**config.mk**
```make
export PLATFORM = sky130hd
export DESIGN_NAME = card_set_table_top
export DESIGN_NICKNAME = d
export VERILOG_FILES = /design/src/hdl/cst_pkg.sv /design/src/hdl/card_set_table_top.sv /design/src/hdl/cst_ram.sv /design/src/hdl/cst_datapath.sv /design/src/hdl/cst_ctrl.sv
export SDC_FILE = /design/constraint.sdc
export NUM_CORES = 1
export LEC_CHECK = 0
export BUFFER_PORTS_ARGS = -buffer_cell sky130_fd_sc_hd__buf_2
export CAP_MARGIN = 20
export CORE_MARGIN = 10
export CORE_UTILIZATION = 57
export DETAILED_ROUTE_END_ITERATION = 7
export GPL_TIMING_DRIVEN = 0
export MAX_ROUTING_LAYER = met4
export PLACE_DENSITY = 0.79
export REMOVE_ABC_BUFFERS = 1
export SLEW_MARGIN = 40
export SYNTH_ARGS = -nofsm -noshare
export SYNTH_HDL_FRONTEND = slang
export SYNTH_HIERARCHICAL = 1
export SYNTH_SLANG_ARGS = --single-unit
```
**constraint.sdc**
```tcl
create_clock -name clk_i -period 4.5 [get_ports clk_i]
set_input_delay 0.45 -clock clk_i [delete_from_list [all_inputs] [get_ports clk_i]]
set_output_delay 0.45 -clock clk_i [all_outputs]
set_load 0.01 [all_outputs]
```
**src/hdl/cst_pkg.sv**
```systemverilog
`timescale 1ns / 1ps
// Shared types, codes and helpers of the card set table.
package cst_pkg;

  localparam int CAPACITY_DEF = 64;

  localparam int REQ_W    = 3;
  localparam int CODE_W   = 6;
  localparam int RANK_W   = 4;
  localparam int POS_W    = 6;
  localparam int STATUS_W = 3;
  localparam int SLOT_W   = 6;
  localparam int COUNT_W  = 7;

  localparam int NUM_CODES = 2 ** CODE_W;
  localparam int JOKER_CODE = 52;
  localparam int NUM_RANKS = 13;

  localparam int IN_TDATA_W  = 16;
  localparam int OUT_TDATA_W = 24;

  // request kinds
  localparam logic [REQ_W-1:0] REQ_INSERT = 3'd0;
  localparam logic [REQ_W-1:0] REQ_REMOVE = 3'd1;
  localparam logic [REQ_W-1:0] REQ_RANK   = 3'd2;
  localparam logic [REQ_W-1:0] REQ_PICKUP = 3'd3;
  localparam logic [REQ_W-1:0] REQ_FILL   = 3'd4;

  // result status
  localparam logic [STATUS_W-1:0] ST_OK       = 3'd0;
  localparam logic [STATUS_W-1:0] ST_PRESENT  = 3'd1;
  localparam logic [STATUS_W-1:0] ST_NOTFOUND = 3'd2;
  localparam logic [STATUS_W-1:0] ST_EMPTY    = 3'd3;
  localparam logic [STATUS_W-1:0] ST_FULL     = 3'd4;

  // how the datapath closes out a request
  typedef enum logic [2:0] {
    FIN_NONE,
    FIN_NOTFOUND,
    FIN_EMPTY,
    FIN_FULL,
    FIN_PRESENT,
    FIN_INSERT,
    FIN_HIT,
    FIN_DROP
  } fin_e;

  typedef struct packed {
    logic load;
    logic scan_start;
    logic scan_run;
    logic shift_wr;
    logic div_start;
    logic div_step;
    logic fill_start;
    logic fill_step;
    fin_e fin;
    logic out_push;
  } cmd_t;

  typedef struct packed {
    logic [REQ_W-1:0] req;
    logic             present;
    logic             full;
    logic             empty;
    logic             hit;
    logic             exhausted;
    logic             rd_vld;
    logic             div_last;
    logic             fill_last;
    logic             out_free;
  } sts_t;

  // rank 1..13 of a suit card, 0 for the joker and codes above it
  function automatic logic [RANK_W-1:0] rank_of(input logic [CODE_W-1:0] code);
    logic [CODE_W-1:0] r;
    r = code;
    if (code >= CODE_W'(JOKER_CODE)) begin
      r = '0;
    end else if (code >= CODE_W'(3 * NUM_RANKS)) begin
      r = code - CODE_W'(3 * NUM_RANKS) + CODE_W'(1);
    end else if (code >= CODE_W'(2 * NUM_RANKS)) begin
      r = code - CODE_W'(2 * NUM_RANKS) + CODE_W'(1);
    end else if (code >= CODE_W'(NUM_RANKS)) begin
      r = code - CODE_W'(NUM_RANKS) + CODE_W'(1);
    end else begin
      r = code + CODE_W'(1);
    end
    return RANK_W'(r);
  endfunction

endpackage

```
**src/hdl/card_set_table_top.sv**
```systemverilog
`timescale 1ns / 1ps
// Accept to result word: a new insert and the full, empty or absent-code cases go from decode
// straight to the result; the rest scan the slots, then shift to compact, one RAM read per cycle;
// pickup first runs the divider for pos % count. Fill deck walks the codes, one code per cycle.
// One request at a time; the next word is taken the cycle after the result is loaded
// into the output register. Reset (async, active low) empties the set at once;
// slot RAM contents are not cleared.
module card_set_table_top import cst_pkg::*; #(
  parameter int CAPACITY = CAPACITY_DEF
) (
  input  logic                   clk_i,
  input  logic                   rst_ni,
  input  logic                   s_axis_tvalid,
  output logic                   s_axis_tready,
  // card_code[5:0], rank[9:6], position[15:10]
  input  logic [IN_TDATA_W-1:0]  s_axis_tdata,
  // req_type[2:0]
  input  logic [REQ_W-1:0]       s_axis_tuser,
  output logic                   m_axis_tvalid,
  input  logic                   m_axis_tready,
  // found_slot[5:0], card_out[11:6], count[18:12], zero fill above
  output logic [OUT_TDATA_W-1:0] m_axis_tdata,
  // status[2:0]
  output logic [STATUS_W-1:0]    m_axis_tuser
);

  cmd_t cmd;
  sts_t sts;

  logic [SLOT_W-1:0]  out_slot;
  logic [CODE_W-1:0]  out_card;
  logic [COUNT_W-1:0] out_count;

  cst_ctrl u_ctrl (
    .clk_i     (clk_i),
    .rst_ni    (rst_ni),
    .in_valid_i(s_axis_tvalid),
    .in_ready_o(s_axis_tready),
    .sts_i     (sts),
    .cmd_o     (cmd)
  );

  cst_datapath #(
    .CAPACITY(CAPACITY)
  ) u_datapath (
    .clk_i       (clk_i),
    .rst_ni      (rst_ni),
    .in_req_i    (s_axis_tuser),
    .in_code_i   (s_axis_tdata[5:0]),
    .in_rank_i   (s_axis_tdata[9:6]),
    .in_pos_i    (s_axis_tdata[15:10]),
    .cmd_i       (cmd),
    .sts_o       (sts),
    .out_valid_o (m_axis_tvalid),
    .out_ready_i (m_axis_tready),
    .out_status_o(m_axis_tuser),
    .out_slot_o  (out_slot),
    .out_card_o  (out_card),
    .out_count_o (out_count)
  );

  assign m_axis_tdata = {
    (OUT_TDATA_W - SLOT_W - CODE_W - COUNT_W)'(0), out_count, out_card, out_slot
  };

endmodule

```
**src/hdl/cst_ram.sv**
```systemverilog
`timescale 1ns / 1ps
// Generic simple dual-port RAM, one write and one registered read port.
module cst_ram #(
  parameter int WIDTH = 8,
  parameter int DEPTH = 64,
  localparam int AW = (DEPTH > 1) ? $clog2(DEPTH) : 1
) (
  input  logic             clk_i,
  input  logic             we_i,
  input  logic [AW-1:0]    waddr_i,
  input  logic [WIDTH-1:0] wdata_i,
  input  logic             re_i,
  input  logic [AW-1:0]    raddr_i,
  output logic [WIDTH-1:0] rdata_o
);

  logic [WIDTH-1:0] mem_q [DEPTH];
  logic [WIDTH-1:0] rdata_q;

  always_ff @(posedge clk_i) begin
    if (we_i) begin
      mem_q[waddr_i] <= wdata_i;
    end
    if (re_i) begin
      rdata_q <= mem_q[raddr_i];
    end
  end

  assign rdata_o = rdata_q;

endmodule

```
**src/hdl/cst_datapath.sv**
```systemverilog
`timescale 1ns / 1ps
// Datapath: slot RAM, count, code presence map, scan/shift pipe, divider, result.
module cst_datapath import cst_pkg::*; #(
  parameter int CAPACITY = CAPACITY_DEF
) (
  input  logic                clk_i,
  input  logic                rst_ni,
  input  logic [REQ_W-1:0]    in_req_i,
  input  logic [CODE_W-1:0]   in_code_i,
  input  logic [RANK_W-1:0]   in_rank_i,
  input  logic [POS_W-1:0]    in_pos_i,
  input  cmd_t                cmd_i,
  output sts_t                sts_o,
  output logic                out_valid_o,
  input  logic                out_ready_i,
  output logic [STATUS_W-1:0] out_status_o,
  output logic [SLOT_W-1:0]   out_slot_o,
  output logic [CODE_W-1:0]   out_card_o,
  output logic [COUNT_W-1:0]  out_count_o
);

  localparam int CNT_W = $clog2(CAPACITY + 1);
  localparam int IDX_W = $clog2(CAPACITY);
  localparam int DBIT_W = $clog2(POS_W);

  // request word
  logic [REQ_W-1:0]    req_q;
  logic [CODE_W-1:0]   code_q;
  logic [RANK_W-1:0]   rank_q;
  logic [POS_W-1:0]    pos_q;

  // set state
  logic [CNT_W-1:0]     count_q;
  logic [NUM_CODES-1:0] present_q;

  // scan pipe
  logic [CNT_W-1:0]  idx_q;
  logic              rd_vld_q;
  logic [IDX_W-1:0]  rd_idx_q;

  // divider and fill
  logic [CNT_W-1:0]  rem_q;
  logic [DBIT_W-1:0] dbit_q;
  logic [CODE_W-1:0] fill_q;

  // pending result
  logic [STATUS_W-1:0] res_status_q;
  logic [SLOT_W-1:0]   res_slot_q;
  logic [CODE_W-1:0]   res_card_q;

  // output register
  logic                out_vld_q;
  logic [STATUS_W-1:0] out_status_q;
  logic [SLOT_W-1:0]   out_slot_q;
  logic [CODE_W-1:0]   out_card_q;
  logic [COUNT_W-1:0]  out_count_q;

  logic [CODE_W-1:0] rdata;
  logic              in_list;
  logic              match;
  logic              hit;
  logic              full;
  logic              fill_new;
  logic [RANK_W-1:0] rd_rank;
  logic [CNT_W:0]    trial;
  logic [CNT_W:0]    dvs;
  logic [CNT_W-1:0]  rem_nxt;

  logic              ram_we;
  logic [IDX_W-1:0]  ram_waddr;
  logic [CODE_W-1:0] ram_wdata;
  logic              ram_re;

  assign in_list  = idx_q < count_q;
  assign full     = count_q >= CNT_W'(CAPACITY);
  assign fill_new = !present_q[fill_q];
  assign rd_rank  = rank_of(rdata);

  always_comb begin
    if (req_q == REQ_PICKUP) begin
      match = 1'b1;
    end else if (req_q == REQ_RANK) begin
      match = (rd_rank == rank_q) && (rd_rank != '0);
    end else begin
      match = rdata == code_q;
    end
  end

  assign hit = rd_vld_q && match;

  // one restoring step of pos % count
  assign trial = {rem_q, pos_q[dbit_q]};
  assign dvs   = {1'b0, count_q};
  assign rem_nxt = (trial >= dvs) ? CNT_W'(trial - dvs) : CNT_W'(trial);

  always_comb begin
    ram_we    = 1'b0;
    ram_waddr = count_q[IDX_W-1:0];
    ram_wdata = code_q;
    if (cmd_i.fin == FIN_INSERT) begin
      ram_we = 1'b1;
    end
    if (cmd_i.fill_step && fill_new && !full) begin
      ram_we    = 1'b1;
      ram_wdata = fill_q;
    end
    if (cmd_i.shift_wr && rd_vld_q) begin
      // entry behind the gap moves down by one
      ram_we    = 1'b1;
      ram_waddr = rd_idx_q - IDX_W'(1);
      ram_wdata = rdata;
    end
  end

  assign ram_re = cmd_i.scan_run && in_list;

  cst_ram #(
    .WIDTH(CODE_W),
    .DEPTH(CAPACITY)
  ) u_slots (
    .clk_i  (clk_i),
    .we_i   (ram_we),
    .waddr_i(ram_waddr),
    .wdata_i(ram_wdata),
    .re_i   (ram_re),
    .raddr_i(idx_q[IDX_W-1:0]),
    .rdata_o(rdata)
  );

  always_ff @(posedge clk_i) begin
    if (cmd_i.load) begin
      req_q  <= in_req_i;
      code_q <= in_code_i;
      rank_q <= in_rank_i;
      pos_q  <= in_pos_i;
    end
  end

  always_ff @(posedge clk_i or negedge rst_ni) begin
    if (!rst_ni) begin
      count_q   <= '0;
      present_q <= '0;
    end else begin
      if (cmd_i.fin == FIN_INSERT) begin
        present_q[code_q] <= 1'b1;
        count_q           <= count_q + CNT_W'(1);
      end else if (cmd_i.fin == FIN_DROP) begin
        present_q[res_card_q] <= 1'b0;
        count_q               <= count_q - CNT_W'(1);
      end else if (cmd_i.fill_step && fill_new && !full) begin
        present_q[fill_q] <= 1'b1;
        count_q           <= count_q + CNT_W'(1);
      end
    end
  end

  always_ff @(posedge clk_i or negedge rst_ni) begin
    if (!rst_ni) begin
      idx_q    <= '0;
      rd_vld_q <= 1'b0;
      rd_idx_q <= '0;
    end else if (cmd_i.scan_start) begin
      idx_q    <= (req_q == REQ_PICKUP) ? rem_q : '0;
      rd_vld_q <= 1'b0;
    end else if (cmd_i.scan_run) begin
      rd_vld_q <= in_list;
      rd_idx_q <= idx_q[IDX_W-1:0];
      if (in_list) begin
        idx_q <= idx_q + CNT_W'(1);
      end
    end
  end

  always_ff @(posedge clk_i) begin
    if (cmd_i.div_start) begin
      rem_q  <= '0;
      dbit_q <= DBIT_W'(POS_W - 1);
    end else if (cmd_i.div_step) begin
      rem_q  <= rem_nxt;
      dbit_q <= dbit_q - DBIT_W'(1);
    end
    if (cmd_i.fill_start) begin
      fill_q <= '0;
    end else if (cmd_i.fill_step) begin
      fill_q <= fill_q + CODE_W'(1);
    end
  end

  always_ff @(posedge clk_i) begin
    if (cmd_i.load) begin
      res_status_q <= ST_OK;
      res_slot_q   <= '0;
      res_card_q   <= '0;
    end else begin
      unique case (cmd_i.fin)
        FIN_NOTFOUND: res_status_q <= ST_NOTFOUND;
        FIN_EMPTY:    res_status_q <= ST_EMPTY;
        FIN_FULL:     res_status_q <= ST_FULL;
        FIN_PRESENT: begin
          res_status_q <= ST_PRESENT;
          res_slot_q   <= SLOT_W'(rd_idx_q);
        end
        FIN_INSERT:   res_slot_q <= SLOT_W'(count_q);
        FIN_HIT: begin
          res_slot_q <= SLOT_W'(rd_idx_q);
          res_card_q <= rdata;
        end
        default: ;
      endcase
      if (cmd_i.fill_step && fill_new && full) begin
        res_status_q <= ST_FULL;
      end
    end
  end

  always_ff @(posedge clk_i or negedge rst_ni) begin
    if (!rst_ni) begin
      out_vld_q <= 1'b0;
    end else if (cmd_i.out_push) begin
      out_vld_q <= 1'b1;
    end else if (out_ready_i) begin
      out_vld_q <= 1'b0;
    end
  end

  always_ff @(posedge clk_i) begin
    if (cmd_i.out_push) begin
      out_status_q <= res_status_q;
      out_slot_q   <= res_slot_q;
      out_card_q   <= res_card_q;
      out_count_q  <= COUNT_W'(count_q);
    end
  end

  assign sts_o.req       = req_q;
  assign sts_o.present   = present_q[code_q];
  assign sts_o.full      = full;
  assign sts_o.empty     = count_q == '0;
  assign sts_o.hit       = hit;
  assign sts_o.exhausted = !rd_vld_q && !in_list;
  assign sts_o.rd_vld    = rd_vld_q;
  assign sts_o.div_last  = dbit_q == '0;
  assign sts_o.fill_last = fill_q == CODE_W'(JOKER_CODE);
  assign sts_o.out_free  = !out_vld_q || out_ready_i;

  assign out_valid_o  = out_vld_q;
  assign out_status_o = out_status_q;
  assign out_slot_o   = out_slot_q;
  assign out_card_o   = out_card_q;
  assign out_count_o  = out_count_q;

  // the set holds distinct codes, so the presence map tracks the count
  a_present_count: assert property (@(posedge clk_i) disable iff (!rst_ni)
    $countones(present_q) == int'(count_q))
    else $error("presence map out of step with entry count");

  a_count_cap: assert property (@(posedge clk_i) disable iff (!rst_ni)
    count_q <= CNT_W'(CAPACITY))
    else $error("entry count above capacity");

  a_shift_addr: assert property (@(posedge clk_i) disable iff (!rst_ni)
    (cmd_i.shift_wr && rd_vld_q) |-> (rd_idx_q != '0) && (CNT_W'(rd_idx_q) < count_q))
    else $error("shift write outside the occupied slots");

endmodule

```
**src/hdl/cst_ctrl.sv**
```systemverilog
`timescale 1ns / 1ps
// Controller: sequences decode, divide, scan, shift, fill and result hand-off.
module cst_ctrl import cst_pkg::*; (
  input  logic clk_i,
  input  logic rst_ni,
  input  logic in_valid_i,
  output logic in_ready_o,
  input  sts_t sts_i,
  output cmd_t cmd_o
);

  localparam logic [2:0] S_IDLE   = 3'd0;
  localparam logic [2:0] S_DECIDE = 3'd1;
  localparam logic [2:0] S_DIV    = 3'd2;
  localparam logic [2:0] S_SSTART = 3'd3;
  localparam logic [2:0] S_SCAN   = 3'd4;
  localparam logic [2:0] S_SHIFT  = 3'd5;
  localparam logic [2:0] S_FILL   = 3'd6;
  localparam logic [2:0] S_OUT    = 3'd7;

  logic [2:0] state_q;
  logic [2:0] state_d;

  assign in_ready_o = state_q == S_IDLE;

  always_comb begin
    cmd_o     = '0;
    cmd_o.fin = FIN_NONE;
    state_d   = state_q;
    unique case (state_q)
      S_IDLE: begin
        if (in_valid_i) begin
          cmd_o.load = 1'b1;
          state_d    = S_DECIDE;
        end
      end
      S_DECIDE: begin
        unique case (sts_i.req)
          REQ_INSERT: begin
            priority if (sts_i.present) begin
              state_d = S_SSTART;
            end else if (sts_i.full) begin
              cmd_o.fin = FIN_FULL;
              state_d   = S_OUT;
            end else begin
              cmd_o.fin = FIN_INSERT;
              state_d   = S_OUT;
            end
          end
          REQ_REMOVE: begin
            if (sts_i.present) begin
              state_d = S_SSTART;
            end else begin
              cmd_o.fin = FIN_NOTFOUND;
              state_d   = S_OUT;
            end
          end
          REQ_RANK: state_d = S_SSTART;
          REQ_PICKUP: begin
            if (sts_i.empty) begin
              cmd_o.fin = FIN_EMPTY;
              state_d   = S_OUT;
            end else begin
              cmd_o.div_start = 1'b1;
              state_d         = S_DIV;
            end
          end
          REQ_FILL: begin
            cmd_o.fill_start = 1'b1;
            state_d          = S_FILL;
          end
          default: state_d = S_OUT;
        endcase
      end
      S_DIV: begin
        cmd_o.div_step = 1'b1;
        if (sts_i.div_last) begin
          state_d = S_SSTART;
        end
      end
      S_SSTART: begin
        cmd_o.scan_start = 1'b1;
        state_d          = S_SCAN;
      end
      S_SCAN: begin
        // reads keep running so the shift can pick up behind a hit
        cmd_o.scan_run = 1'b1;
        priority if (sts_i.hit) begin
          if (sts_i.req == REQ_INSERT) begin
            cmd_o.fin = FIN_PRESENT;
            state_d   = S_OUT;
          end else begin
            cmd_o.fin = FIN_HIT;
            state_d   = S_SHIFT;
          end
        end else if (sts_i.exhausted) begin
          cmd_o.fin = FIN_NOTFOUND;
          state_d   = S_OUT;
        end else begin
          state_d = S_SCAN;
        end
      end
      S_SHIFT: begin
        cmd_o.scan_run = 1'b1;
        cmd_o.shift_wr = 1'b1;
        if (!sts_i.rd_vld) begin
          cmd_o.fin = FIN_DROP;
          state_d   = S_OUT;
        end
      end
      S_FILL: begin
        cmd_o.fill_step = 1'b1;
        if (sts_i.fill_last) begin
          state_d = S_OUT;
        end
      end
      S_OUT: begin
        if (sts_i.out_free) begin
          cmd_o.out_push = 1'b1;
          state_d        = S_IDLE;
        end
      end
    endcase
  end

  always_ff @(posedge clk_i or negedge rst_ni) begin
    if (!rst_ni) begin
      state_q <= S_IDLE;
    end else begin
      state_q <= state_d;
    end
  end

  a_push_free: assert property (@(posedge clk_i) disable iff (!rst_ni)
    cmd_o.out_push |-> sts_i.out_free)
    else $error("result pushed over a word not yet taken");

  a_load_accept: assert property (@(posedge clk_i) disable iff (!rst_ni)
    cmd_o.load |-> (in_valid_i && in_ready_o))
    else $error("request loaded without a handshake");

  a_fin_busy: assert property (@(posedge clk_i) disable iff (!rst_ni)
    (cmd_o.fin != FIN_NONE) |-> !in_ready_o)
    else $error("request closed out while idle");

endmodule

```
==> impl_metrics.tcl, run 1 <==
set metrics [dict create \
    status "finished clean" \
    timing.rr.end "u_datapath/u_slots/mem_q[46][2]$_DFFE_PP_" \
    cts.path.max_buffers 3 \
    ys_ff_latch 551 \
    endpoint_kind "flop" \
    synth_xor_area_share_pct 1.06 \
    crit_required_ps 4800 \
    synthFlopType "edfxtp_1" \
    p_leak_nw 10.1 \
    wl_mm 71.1 \
    worst_slew_pin_slew_ps 890 \
    htreeDepth 2 \
    setup.worst_path.end "u_datapath/u_slots/mem_q[46][2]$_DFFE_PP_" \
    drv_cap 0 \
    rrSetupSlack_ps 60 \
    synth.avg_cell_area_sq_um 13.9 \
    p_per_area_nw_per_um2 665 \
    numCtsBuffers 54 \
    setup_slack_ps 59.5 \
    num_io_pins 52 \
    start_kind "flop" \
    synth_area_sq_um 25600 \
    fmax_mhz 225 \
    m1WireLength_mm 26.7 \
    synth-adder-area-share_pct 1.69 \
    ant_nets 0 \
    drtIter0Drc 2350 \
    synth_compound_area_share_pct 11.1 \
    cpMostUsedCell "nor2b_4" \
    cp_cell_sequence "buf_6, ha_2, nand2b_4, a211o_1, nor2_2, mux2i_1, a21oi_2, mux2_4, a32o_2, nor2b_4, a21oi_4, o32ai_4, nor2b_4, nand2_4, nand3_4, nor2b_4, nand3_4, buf_12, nor2_4" \
    finalCriticalPeriod_ps 4440 \
    drive_above_1_share_pct 27.1 \
    track_usage_pct 26.7 \
    die_w_um 232 \
    top_signal_layer_used "met4" \
    peakVddDrop_uv 403 \
    dieArea_sq_um 53800 \
    setup_violations 0 \
    route.detailed.drc 0 \
    worst-path-max-fanout 7 \
    nets 2013 \
    syn-instance-count 1844 \
    grt_max_degree 51 \
    die_y_um 232 \
    fp-row-count 77 \
    hold-worst-slack_ps 16.5 \
    crit_path_max_incr_delay_ps 490 \
    syn_to_final_growth_pct 16.8 \
    root_buffer "clkbuf_16" \
    synth_seq_area_share_pct 61.6 \
    port_buffers 46 \
    diodes 0 \
    grt_pass1_wl_mm 107 \
    initial_utilization_pct 57.8 \
    yosys_warnings 6 \
    cpMaxStageDelayCell "edfxtp_1" \
    path_clk_slew_ps 60 \
    wl_met3_mm 7.18 \
    drtPass1Iterations 7 \
    cts_tree "done" \
    insertion_delay_ps 640 \
    dp_hpwl_mm 44.4 \
    min_path_type "in -> reg" \
    core_region_area_sq_um 44300 \
    cts_num_sinks 551 \
    place_ws_ps -1450 \
    synthArstFlopShare_pct 16.2 \
    critPathKind "reg -> reg" \
    synth_edf_count 431 \
    hold_viol_final 0 \
    r2r_cells 19 \
    antenna_found_initial 0 \
    critPathArrivalTime_ps 4740 \
    met2_length_mm 33.7 \
    crit_start "u_datapath/u_slots/rdata_o[0]$_DFFE_PP_" \
    worstReg2RegStart "u_datapath/u_slots/rdata_o[0]$_DFFE_PP_" \
    relSlewSlack_pct 40.6 \
    viasPerCell 6.89 \
    fin_skew_ps 32.0 \
    gp_congestion 0.965 \
    grt_overflow 0 \
    final.period_utilization_pct 98.7 \
    synth_top_family_by_area "multiplexers" \
    ys_types 86 \
    yosys.area_share.simple_pct 8.90 \
    drv_slew 0 \
    vias 17800 \
    grt_pass1_vias 17300 \
    synthMuxAreaShare_pct 11.8 \
    post_drt_wl_per_cell_um 27.4 \
]
[cells in the mapped netlist (15+ instances only)]
master	number	area, sq um
edfxtp_1	431	12900
nand2_1	107	402
a21oi_1	52	260
o211ai_1	18	135
mux4_2	96	2160
a221oi_1	121	1060
buf_2	22	110
dfrtp_1	89	2230
clkbuf_1	63	236
o21ai_0	30	150
mux2i_1	53	531
nand2b_1	20	125
nor3_1	33	165
ha_1	33	413
o22ai_1	15	93.8
a211oi_1	21	158
nor2b_1	29	181
xnor2_1	17	149
inv_1	91	342
nand3_1	48	240
nor2_1	154	578
dfxtp_1	31	621
[worst min-delay path by stage]
stage	startpoint	to	depth (start not counted)	slack, ps
floorplan	rst_ni	u_ctrl/state_q[0]$_DFFE_PN0P_	0	150
global placement	u_datapath/res_slot_q[2]$_SDFFE_PP0P_	u_datapath/out_slot_o[2]$_DFFE_PP_	0	420
detailed placement	rst_ni	u_datapath/present_q[21]$_DFFE_PN0P_	1	360
CTS	s_axis_tdata[12]	u_datapath/pos_q[2]$_DFFE_PP_	1	0.3
global route	s_axis_tuser[1]	u_datapath/req_q[1]$_DFFE_PP_	1	1
finish	s_axis_tdata[2]	u_datapath/code_q[2]$_DFFE_PP_	1	20
[worst max-delay path: cells and delay by family, from the launching register on]
| family | cells | cell delay, ps |
|---|---|---|
| AOI/OAI and AO/OA | 5 | 1010 |
| adders and majority gates | 1 | 170 |
| buffers and inverters | 2 | 400 |
| DFF | 1 | 490 |
| muxes | 2 | 550 |
| and+or+nand+nor | 9 | 1470 |
[cell families after synthesis]
| kind of cell | Yosys count |
|---|---|
| AOI/OAI and AO/OA | 371 |
| xor gates and xnor gates | 31 |
| adders and majority gates | 34 |
| buffers and inverters | 212 |
| DFF | 551 |
| muxes | 170 |
| other | 1 |
| and+or+nand+nor | 474 |
[layer usage]
| metal | vias up | global-route usage [%] |
|---|---|---|
| li1 | 7470 | - |
| met1 | 8887 | 33.9 |
| met2 | 1219 | 40.8 |
| met3 | 260 | 5.67 |
| met4 | 0 | 12.1 |
| met5 | - | - |
[flip-flops by register name (all words and copies together), names as in the netlist, 3 cells and up]
name	flops
u_datapath/dbit_q	3
u_datapath/out_status_o	3
u_datapath/out_slot_o	6
u_datapath/req_q	3
u_datapath/code_q	6
u_datapath/present_q	64
u_datapath/u_slots/rdata_o	6
u_datapath/res_slot_q	6
u_datapath/pos_q	6
u_datapath/rank_q	4
u_datapath/res_status_q	3
u_datapath/count_q	7
u_datapath/out_count_o	7
u_datapath/idx_q	7
u_datapath/rd_idx_q	6
u_datapath/rem_q	7
u_datapath/out_card_o	6
u_datapath/res_card_q	6
u_datapath/u_slots/mem_q	384
u_ctrl/state_q	3
u_datapath/fill_q	6
[power by group]
| part | switching, W | leakage [nW] | total (W) | internal (W) |
|---|---|---|---|---|
| registers | 0.00105 | 5.35 | 0.00781 | 0.00676 |
| logic | 0.00465 | 3.90 | 0.00769 | 0.00304 |
| clock network | 0.00194 | 0.837 | 0.00441 | 0.00247 |
[cells in the final DEF, fill, tap and decap left out, types with 18 or more instances in the layout]
cell type / Yosys / layout
mux4_2: 96 / 96
edfxtp_1: 431 / 431
mux2i_1: 53 / 53
a21oi_1: 52 / 46
clkbuf_16: 0 / 55
nor2_1: 154 / 75
buf_4: 13 / 56
o211ai_1: 18 / 18
nor2_4: 0 / 57
inv_1: 91 / 88
o21ai_0: 30 / 21
dfrtp_1: 89 / 84
nand2b_1: 20 / 19
nor3_1: 33 / 18
nand2_1: 107 / 100
dfxtp_1: 31 / 27
nor2_2: 0 / 22
nor2b_1: 29 / 23
a211oi_1: 21 / 20
ha_1: 33 / 28
a221oi_1: 121 / 120
nand3_1: 48 / 40
buf_2: 22 / 81
[per-stage QoR]
| stage | util, % | total power [W] | instances | setup TNS [ps] | instance area, sq um |
|---|---|---|---|---|---|
| finish | 67.5 | 0.0199 | 2590 | 0 | 29900 |
| detailed placement | 60.5 | 0.0144 | 2435 | -537440 | 26800 |
| CTS | 66.7 | 0.0194 | 2571 | -10.5 | 29600 |
| global route | 67.5 | 0.0206 | 2590 | -4240 | 29900 |
| global placement | 58.6 | 0.0139 | 2366 | -3110540 | 26000 |
| floorplan | - | 0.0120 | 1728 | -999740 | 25000 |
[what timing repair did]
action                     4_1_cts  5_1_grt
resized for setup              173       56
setup endpoints to repair      466      466
hold buffers                     4        0
hold endpoints to repair        42        0
pin swaps                       12       12
buffers inserted                34       19
[layout make-up]
type                            instances  area [sq um]
Tap cell                              592           741
Sequential cell                       551         15800
Clock buffer                           74          1510
Clock inverter                         24           225
Multi-Input combinational cell       1085          9940
Inverter                               92           348
Fill cell                            2875         14400
Timing Repair Buffer                  172          1360
No activity file was read; power rests on OpenSTA's default activity.
==> inputs of run 2 (changes only) <==
RECOVER_POWER = 100   (was default)
==> run 2 against run 1 <==
- via count increased by 0.17%
- the run now ends with capacitance limit, slew limit left
- flip-flop and latch count unchanged
- die area is the same
- clock power about the same
==> impl_metrics.tcl, run 2 (same netlist as run 1, synthesis figures left out) <==
set metrics [dict create \
    status "finished with violations" \
    failed_checks "capacitance limit, slew limit" \
    drtIter0Drc 2483 \
    start_kind "flop" \
    final_common_cell "edfxtp_1" \
    htreeDepth 2 \
    cpMostUsedCell "nor2b_4" \
    diodes 0 \
    rrSetupSlack_ps 40 \
    worstReg2RegStart "u_datapath/u_slots/rdata_o[0]$_DFFE_PP_" \
    cts.path.max_buffers 3 \
    hp-start "s_axis_tdata[12]" \
    gp_congestion 0.965 \
    hold_viol_final 0 \
    critPathArrivalTime_ps 4760 \
    syn_to_final_growth_pct 16.4 \
    drv_slew 76 \
    fp-row-count 77 \
    crit_required_ps 4800 \
    finalSetupTns_ps 0 \
    critPathKind "reg -> reg" \
    cpMaxStageDelayCell "edfxtp_1" \
    viasPerCell 6.90 \
    drv_cap 2 \
    num_io_pins 52 \
    cp_cell_sequence "buf_6, ha_2, nand2b_4, a211o_1, nor2_2, mux2i_1, a21oi_2, mux2_4, a32o_2, nor2b_4, a21oi_4, o32ai_4, nor2b_4, nand2_4, nand3_4, nor2b_4, nand3_4, buf_12, nor2_4" \
    wl_mm 71.1 \
    dp_hpwl_mm 44.4 \
    r2r_cells 19 \
    track_usage_pct 26.7 \
    vias 17900 \
    final.period_utilization_pct 99.2 \
    post_drt_wl_per_cell_um 27.4 \
    relSlewSlack_pct -51.0 \
    worst-path-max-fanout 7 \
    p_per_area_nw_per_um2 666 \
    ant_nets 0 \
    drtPass1Iterations 6 \
    finalCriticalPeriod_ps 4460 \
    cts_num_sinks 551 \
    die_w_um 232 \
    port_buffers 46 \
    drive_above_1_share_pct 25.6 \
    reg.largest.list "u_datapath/u_slots/mem_q: 384 flops, u_datapath/present_q: 64 flops" \
    nets 2013 \
    setup_violations 0 \
    min_path_type "in -> reg" \
    grt_pass1_wl_mm 107 \
    route.detailed.drc 0 \
    fmax_mhz 224 \
    initial_utilization_pct 57.8 \
    grt_pass1_vias 17300 \
    cts_tree "done" \
    setup_slack_ps 37.0 \
    grt_max_degree 51 \
    top_register "u_datapath/u_slots/mem_q" \
    final_cell_mix "edfxtp_1, a221oi_1, nand2_1" \
    place_ws_ps -1450 \
    dieArea_sq_um 53800 \
    die_y_um 232 \
    worst_slew_pin_slew_ps 2260 \
    endpoint_kind "flop" \
    numCtsBuffers 54 \
    core_region_area_sq_um 44300 \
    min_to "u_datapath/pos_q[2]$_DFFE_PP_" \
    fin_skew_ps 34.5 \
    timing.rr.end "u_datapath/u_slots/mem_q[46][5]$_DFFE_PP_" \
    hold_depth 1 \
    antenna_found_initial 0 \
    peakVddDrop_uv 401 \
    grt_overflow 0 \
    path_clk_slew_ps 60 \
    utilization_pct 67.3 \
    root_buffer "clkbuf_16" \
    crit_path_max_incr_delay_ps 500 \
    largest_reg_flops 384 \
    insertion_delay_ps 640 \
    p_leak_nw 9.99 \
]
==> run 2: worst max path at each step <==
stage / endpoint / depth (start not counted) / slack, ps / from
6_report: u_datapath/u_slots/mem_q[46][5]$_DFFE_PP_ / 19 / 40 / u_datapath/u_slots/rdata_o[0]$_DFFE_PP_
3_3_place_gp: u_datapath/present_q[8]$_DFFE_PN0P_ / 12 / -5930 / u_datapath/idx_q[0]$_DFFE_PN0P_
5_1_grt: u_datapath/u_slots/mem_q[46][5]$_DFFE_PP_ / 19 / -80 / u_datapath/u_slots/rdata_o[0]$_DFFE_PP_
3_5_place_dp: u_datapath/u_slots/mem_q[62][3]$_DFFE_PP_ / 18 / -1450 / u_datapath/u_slots/rdata_o[3]$_DFFE_PP_
2_1_floorplan: u_datapath/present_q[32]$_DFFE_PN0P_ / 14 / -2340 / u_datapath/idx_q[0]$_DFFE_PN0P_
4_1_cts: u_datapath/u_slots/mem_q[34][1]$_DFFE_PP_ / 18 / -3 / u_datapath/u_slots/rdata_o[0]$_DFFE_PP_
==> run 2: per-stage QoR <==
step                      std cells  cell area, sq um  hold slack (ps)  total power [W]
after floorplan                1728             25000              154           0.0120
after global placement         2366             26000              422           0.0139
after detailed placement       2435             26800              361           0.0144
after CTS                      2571             29600            0.267           0.0194
after global routing           2590             29800             1.39           0.0206
final                          2590             29800             18.8           0.0199
==> run 2: worst max-delay path, delay by kind of cell, from the launching register on <==
family          cells  cell delay (ps)
compound gates      5             1000
fa+ha+maj           1              170
buf+inv             2              400
flops               1              500
mux                 2              550
simple gates        9             1480
==> run 2: repair_timing <==
action / 4_1_cts / 5_1_grt
hold buffers: 4 / 0
buffers inserted: 34 / 19
hold endpoints to repair: 42 / 0
gates resized for setup: 173 / 56
cloned: 0 / 0
setup endpoints to repair: 466 / 466
pin swaps: 12 / 12
==> run 2: power breakdown <==
group	total [W]	internal, W	switching, W
Combinational	0.00767	0.00302	0.00465
Clock	0.00440	0.00247	0.00194
Sequential	0.00781	0.00676	0.00105
==> run 2: final cells by class <==
type,count,area [sq um]
Clock buffer,74,1510
Clock inverter,24,225
Fill cell,2888,14500
Inverter,92,348
Multi-Input combinational cell,1085,9930
Sequential cell,551,15800
Tap cell,592,741
Timing Repair Buffer,172,1280
==> run 2: metal layers <==
metal	GRT usage [%]	vias to the layer above	part of all wire, %
met5	-	-	0
met4	12.1	0	4.6
met3	5.67	248	10
met2	40.8	1291	48
met1	33.9	8862	37
li1	-	7466	-
